==> src/design/srpk_ram.sv <==
module srpk_ram #(
   parameter int WIDTH = 8,
   parameter int DEPTH = 64
) (
   input  logic                     clock,
   input  logic                     wr_en,
   input  logic [$clog2(DEPTH)-1:0] wr_addr,
   input  logic [WIDTH-1:0]         wr_data,
   input  logic                     rd_en,
   input  logic [$clog2(DEPTH)-1:0] rd_addr,
   output logic [WIDTH-1:0]         rd_data
);

   logic [WIDTH-1:0] mem [DEPTH];

   always_ff @(posedge clock) begin
      if (wr_en) begin
         mem[wr_addr] <= wr_data;
      end
      if (rd_en) begin
         rd_data <= mem[rd_addr];
      end
   end

endmodule

==> config.mk <==
export PLATFORM = sky130hd
export DESIGN_NAME = srpk_ram
export DESIGN_NICKNAME = d
export VERILOG_FILES = /design/src/design/srpk_ram.sv
export SDC_FILE = /design/constraint.sdc
export NUM_CORES = 1
export LEC_CHECK = 0
export BUFFER_PORTS_ARGS = -buffer_cell sky130_fd_sc_hd__buf_2
export CAP_MARGIN = 20
export CORE_MARGIN = 1.5
export CORE_UTILIZATION = 25
export CTS_CLUSTER_DIAMETER = 100
export DETAILED_ROUTE_END_ITERATION = 10
export GPL_TIMING_DRIVEN = 1
export PLACE_DENSITY_LB_ADDON = 0.25
export RECOVER_POWER = 50
export SYNTH_ARGS = -nofsm -noshare
export SYNTH_HDL_FRONTEND = slang
export SYNTH_SLANG_ARGS = --single-unit
==> constraint.sdc <==
create_clock -name clock -period 2.4 [get_ports clock]
set_input_delay 0.12 -clock clock [delete_from_list [all_inputs] [get_ports clock]]
set_output_delay 0.12 -clock clock [all_outputs]
set_load 0.005 [all_outputs]
==> run_results.csv, run 1 <==
group,metric,value,unit
yosys,ys.flop_type,"edfxtp_1",
power_and_ir_drop,p_int,15.3,mW
power_and_ir_drop,switchingPower,4.08,mW
yosys,netlist_instances,940,
global_routing,grt_pass1_vias,10426,
finish,fin_util,30.2,%
finish,final_nets,1131,
floorplanning,core,0.0803,mm²
yosys,synth_top_family_by_area,"multiplexers",
floorplanning,rows,104,
yosys,synth_xor_area_share,0,%
power_and_ir_drop,combPwrFrac,5.4,%
yosys,synth-seq-area-share,77.1,%
drt,via_per_inst,4.50,
timing,tightest_slew,2.11,ns
timing,clock.fmax,446,MHz
drt,drt_iter0_drc,896,
floorplanning,die-area,0.0827,mm²
global_routing,grt_usage,12.7,%
finish,nFillCells,7784,
finish,syn2layout_area_growth,19.6,%
critical_path,crit_arrival,2.59,ns
drt,first_pass_iters,5,
power_and_ir_drop,p_leak,7.57,nW
placement,io_buffer_count,30,
drt,routed_wl,51800,µm
yosys,yosysUniqueCellTypes,39,
outcome,failed_checks,"max-capacitance violations, max-slew violations",
drt,vias,9936,
yosys,yosys.area.top_type,"edfxtp_1",
power_and_ir_drop,peakVddDrop,0.521,mV
drt,wl_per_cell,23.4,µm
clock_tree,cts_num_sinks,520,
finish,seqCellArea,0.0156,mm²
timing,fin_worst_skew,0.0241,ns
floorplanning,die_h,288,µm
placement,gp_congestion,0.780,
yosys,yosys.area_share.simple,3.37,%
yosys,synthMostInstantiatedCell,"edfxtp_1",
yosys,synth_seq_cells,520,
clock_tree,cts_tree,"yes",
yosys,synth-compound-area-share,2.06,%
yosys,synth_edf_count,520,
floorplanning,start_util,25.2,%
floorplanning,ios,31,
min_path,hp-class,"in2reg",
timing,rsz0062_at_grt,"no",
clock_tree,cts.path.max_buffers,3,
clock_tree,clock-root-buffer,"clkbuf_16",
timing,whs,0.0747,ns
timing,hold_viol,0,
timing,period_minus_slack,2.24,ns
yosys,synth_area_leaders,"edfxtp_1 77%, mux4_2 14%, nor2_1 1.5%",
power_and_ir_drop,total_power,19.4,mW
global_routing,overflow,0,
power_and_ir_drop,swShare,21.1,%
clock_tree,htree_levels,2,
critical_path,cp_max_fo,1,
yosys,avgSynthCellArea,21.5,µm²
critical_path,cp-end-kind,"register",
timing,drv_slew,203,
drt,post-route-drc-count,0,
power_and_ir_drop,powerDensity,800,mW/mm²
yosys,yosys.area.top_type_share,77.1,%
run,cap_violations,5,
clock_tree,insertion_delay,0.60,ns
timing,setup_viol,0,
timing,slew_headroom,-40.9,%
yosys,synthArstFlopShare,0,%
clock_tree,clkTransAtPathRegs,0.06,ns
clock_tree,postCtsSetupBuffers,0,
clock_tree,cts_buffers,55,
global_routing,grt_pass1_wl,75800,µm
timing,layout_worst_path_cycle_share,93.4,%
global_routing,antenna_found_initial,3,
finish,multiInputGateArea,0.00432,mm²
placement,place.detailed.hpwl,33600,µm
yosys,muxShareOfSynthArea,15.9,%
yosys,ys_top_cells_by_count,"520 x edfxtp_1, 126 x mux4_2, 83 x nor2_1",
power_and_ir_drop,power_frac_clock,42.5,%
floorplanning,die_x,288,µm
critical_path,critPathKind,"reg2reg",
finish,drive_gt1_share,30.5,%
drt,ant_nets,0,
yosys,ys_warn_count,0,
critical_path,cp-start-kind,"register",
finish,antennaDiodeCount,0,
critical_path,critical_path_required,2.74,ns
outcome,status,"complete, but fails checks",
yosys,syn_nets,963,
yosys,synthAdderAreaFrac,0,%
power_and_ir_drop,seq_power_share,52.2,%
global_routing,grt_start_max_net_pins,65,
yosys,syn_area,0.0202,mm²
-- repair_timing --
action / CTS / global route
hold buffers: 3 / 0
endpoints found under the hold margin: 28 / 0
resized for setup: 0 / 0
setup endpoints to repair: 0 / 0
-- critical path: stages (launching register included) --
cell and delay (ns):
edfxtp_1 0.37, mux4_2 0.48, mux2_2 0.29, o221a_2 0.29, nor3_1 0.29, buf_4 0.19
o32ai_1 0.08
-- worst paths after layout --
path / start / slack [ns] / to / depth (start not counted)
worst max register to register: mem[24][6] / 0.16 / rd_data[6] / 6
worst max-delay path: mem[24][6] / 0.16 / rd_data[6] / 6
worst min register to register: mem[30][6] / 0.90 / rd_data[6] / 3
worst min-delay path: wr_addr[1] / 0.07 / mem[51][3] / 3
-- cells in the final DEF (no fill, tap or decap), drive strengths merged, types with 3 or more instances in the layout --
cell type    count
a221oi           6
nand3           13
mux2            13
nor2b           14
mux4           126
o21ai            4
a21oi            3
nor3             7
dlygate4sd3      3
nand2           19
edfxtp         520
a22oi            3
o2bb2ai          3
mux2i           23
o221ai           8
clkbuf         100
o2111ai          3
nand2b           7
a211oi           4
bufinv           5
o22ai            8
nor2            83
clkinv          21
nand3b           3
buf            130
-- sequential cells by signal, indices dropped and copies added, names as in the netlist --
| register | cells |
|---|---|
| mem | 512 |
| rd_data | 8 |
-- power groups by stage --
| stage | Sequential (mW) | Combinational, mW | Clock (mW) |
|---|---|---|---|
| after floorplan | 10.3 | 0.536 | 0 |
| after global placement | 10.3 | 1.06 | 0 |
| after detailed placement | 10.3 | 1.08 | 0 |
| after CTS | 10.1 | 1.08 | 8.45 |
| after global routing | 10.1 | 1.12 | 8.81 |
| final | 10.1 | 1.04 | 8.23 |
-- cell families (layout without fill, tap and decap cells) --
logic type	Yosys count	in the layout
flops	520	520
mux	162	162
compound gates	54	54
simple gates	153	153
buf+inv	51	261
-- layer usage --
metal | vias to the layer above | part of all wire (%) | global-route usage [%]
met5 | - | 0.089 | 0
li1 | 4277 | - | -
met2 | 194 | 48 | 20.6
met4 | 6 | 1.4 | 2.76
met1 | 5400 | 46 | 17.8
met3 | 59 | 4.5 | 2.20
-- metrics by stage --
stage | instance area (µm²) | instances | setup WS, ns | TNS (ns)
2_1_floorplan | 20200 | 940 | 0.474 | 0
3_3_place_gp | 22600 | 2108 | -0.117 | -0.227
3_5_place_dp | 22600 | 2108 | -0.106 | -0.261
5_1_grt | 24200 | 2210 | 0.0968 | 0
4_1_cts | 24300 | 2210 | 0.124 | 0
6_report | 24200 | 2210 | 0.158 | 0
-- cell type report --
| cell class | instances | area share [%] |
|---|---|---|
| flip-flops and latches | 520 | 64.5 |
| multi-input cells | 369 | 17.8 |
| clock buffers | 71 | 6.02 |
| well taps | 1060 | 5.47 |
| repair buffers | 162 | 5.09 |
| clock inverters | 28 | 1.13 |
Note: power is estimated with default switching activity, not from simulation.
==> inputs of run 2 (changes only) <==
Settings changed: ABC_AREA set to 1.
==> run_results.csv, run 2 <==
group,metric,value,unit
finish,top_regs,"mem: 512 flops, rd_data: 8 flops",
timing,tightest_slew,1.93,ns
clock_tree,cts.repair.resized,0,
critical_path,path_cells,"clkbuf_1 > clkbuf_2",
finish,nFillCells,8732,
clock_tree,clock-root-buffer,"clkbuf_16",
critical_path,ff2ff_setup_slack,0.82,ns
min_path,worstHoldPathCells,3,
min_path,hp-class,"in2reg",
placement,io_buffer_count,30,
power_and_ir_drop,powerDensity,788,mW/mm²
critical_path,cp_max_fo,40,
timing,whs,0.0410,ns
floorplanning,die_x,296,µm
timing,layout_worst_path_cycle_share,78.5,%
critical_path,worst-r2r-cell-count,8,
finish,seqCellArea,0.0156,mm²
critical_path,cp-start-kind,"input port",
min_path,min_to,"rd_data[1]",
timing,setup_slack,0.517,ns
global_routing,grt_pass1_wl,90600,µm
yosys,synth_seq_cells,520,
yosys,netlist_instances,1805,
min_path,hold_path.startpoint,"rd_addr[5]",
timing,slew_headroom,-28.7,%
floorplanning,core,0.0850,mm²
yosys,synth-compound-area-share,0,%
placement,gp_congestion,0.823,
yosys,synth_edf_count,520,
timing,drv_slew,287,
drt,post-route-drc-count,0,
yosys,synth-seq-area-share,72.9,%
clock_tree,cts_tree,"yes",
placement,place.detailed.hpwl,36500,µm
critical_path,crit_buf_inv,2,
yosys,synthAdderAreaFrac,0,%
yosys,ys_warn_count,0,
power_and_ir_drop,peakVddDrop,0.521,mV
finish,drive_gt1_share,9.76,%
global_routing,grt_pass1_vias,13887,
finish,layout_common_cells,"648 x nand2_1, 520 x edfxtp_1, 439 x nand3_1, 73 x buf_4",
clock_tree,ctsHoldBuffers,3,
yosys,muxShareOfSynthArea,0,%
yosys,ys_top_cells_by_count,"648 x nand2_1, 520 x edfxtp_1, 439 x nand3_1",
critical_path,cp_slowest_cell,"clkbuf_1",
yosys,yosys.area.top_type,"edfxtp_1",
drt,wl_per_cell,19.8,µm
yosys,synthMostInstantiatedCell,"nand2_1",
global_routing,grt_usage,13.8,%
finish,syn2layout_area_growth,16.2,%
global_routing,grt_start_max_net_pins,92,
placement,dp_slack,0.343,ns
yosys,synth_xor_area_share,0,%
outcome,status,"complete, but fails checks",
critical_path,worst_path_largest_cell_delay,1.09,ns
clock_tree,postCtsSetupBuffers,0,
floorplanning,die_h,296,µm
yosys,avgSynthCellArea,11.9,µm²
clock_tree,htree_levels,2,
power_and_ir_drop,p_leak,8.77,nW
clock_tree,cts_buffers,56,
run,cap_violations,7,
drt,routed_wl,61000,µm
placement,dp_cells,2973,
timing,clock.fmax,531,MHz
finish,final_nets,1913,
drt,vias,13922,
timing,setup_viol,0,
yosys,yosysUniqueCellTypes,15,
floorplanning,die-area,0.0874,mm²
outcome,failed_checks,"max-capacitance violations, max-slew violations",
finish,largest_reg_flops,512,
floorplanning,start_util,25.2,%
drt,via_per_inst,4.52,
yosys,yosys.area_share.simple,23.1,%
yosys,synthArstFlopShare,0,%
clock_tree,clkTransAtPathRegs,0.06,ns
critical_path,critPathKind,"in2reg",
critical_path,cp_top_family,"buffers and inverters",
finish,fin_cells,3082,
finish,regMostFlops,"mem",
clock_tree,cts_num_sinks,520,
yosys,ys.flop_type,"edfxtp_1",
clock_tree,cts.path.max_buffers,3,
yosys,syn_area,0.0214,mm²
finish,fin_util,29.3,%
yosys,syn_nets,1828,
timing,period_minus_slack,1.88,ns
yosys,synth_area_leaders,"edfxtp_1 73%, nand2_1 11%, nand3_1 10%",
critical_path,cp-end-kind,"register",
timing,hold_viol,0,
yosys,synth_top_family_by_area,"simple AND/OR/NAND/NOR gates",
finish,final_common_cell,"nand2_1",
global_routing,antenna_found_initial,9,
global_routing,overflow,0,
clock_tree,insertion_delay,0.62,ns
timing,rsz0062_at_grt,"no",
critical_path,crit_arrival,2.15,ns
critical_path,worstSetupStartpoint,"wr_data[6]",
drt,first_pass_iters,5,
floorplanning,rows,107,
floorplanning,ios,31,
critical_path,rr_endpoint,"rd_data[6]",
critical_path,critical_path_required,2.67,ns
timing,fin_tns_setup,0,ns
timing,fin_worst_skew,0.0294,ns
drt,ant_nets,0,
drt,drt_iter0_drc,1026,
yosys,yosys.area.top_type_share,72.9,%
critical_path,regToRegStartpoint,"mem[33][6]",
finish,multiInputGateArea,0.00495,mm²
run 2: changes by cell type after synthesis, moves of 23 or more:
cell,change
buf_2,+26
nand2_1,+629
mux4_2,-126
nor2_1,-27
buf_6,+31
nand3_1,+426
mux2i_1,-23
run 2: stage by stage:
stage | total power, mW | instance area (µm²)
2_1_floorplan | 11.0 | 21400
3_3_place_gp | 11.5 | 23200
3_5_place_dp | 11.5 | 23300
4_1_cts | 19.8 | 25000
5_1_grt | 20.2 | 24900
6_report | 19.6 | 24900
run 2: cell families after synthesis:
logic type    count (synthesis)
buf+inv                     125
flops                       520
simple gates               1160
run 2: layer usage:
metal  share of wire (%)  global-route usage, %
met1                  46                   19.0
met4                 2.3                   3.61
met3                 6.4                   3.31
met5                0.11                      0
met2                  45                   21.8
run 2: worst max-delay path by stage:
stage	end	slack, ns	cells past startpoint
global placement	rd_data[6]	0.30	11
finish	mem[61][6]	0.52	2
floorplan	mem[48][0]	0.51	3
global route	mem[61][6]	0.44	2
CTS	rd_data[6]	0.86	8
detailed placement	rd_data[6]	0.34	11
run 2: final cells by class:
type	instances	share of cell area, %
sequential	520	62.8
clock buffer	71	5.86
tap	1144	5.75
inverter	12	0.211
antenna	2	0.0201
timing repair buffer	140	4.44
clock inverter	33	1.09
multi-input combinational	1160	19.9
run 2: power by group:
part	internal, mW	total [mW]	switching, mW
registers	10.1	10.1	0.0319
clock network	4.71	8.28	3.57
logic	0.316	1.22	0.907
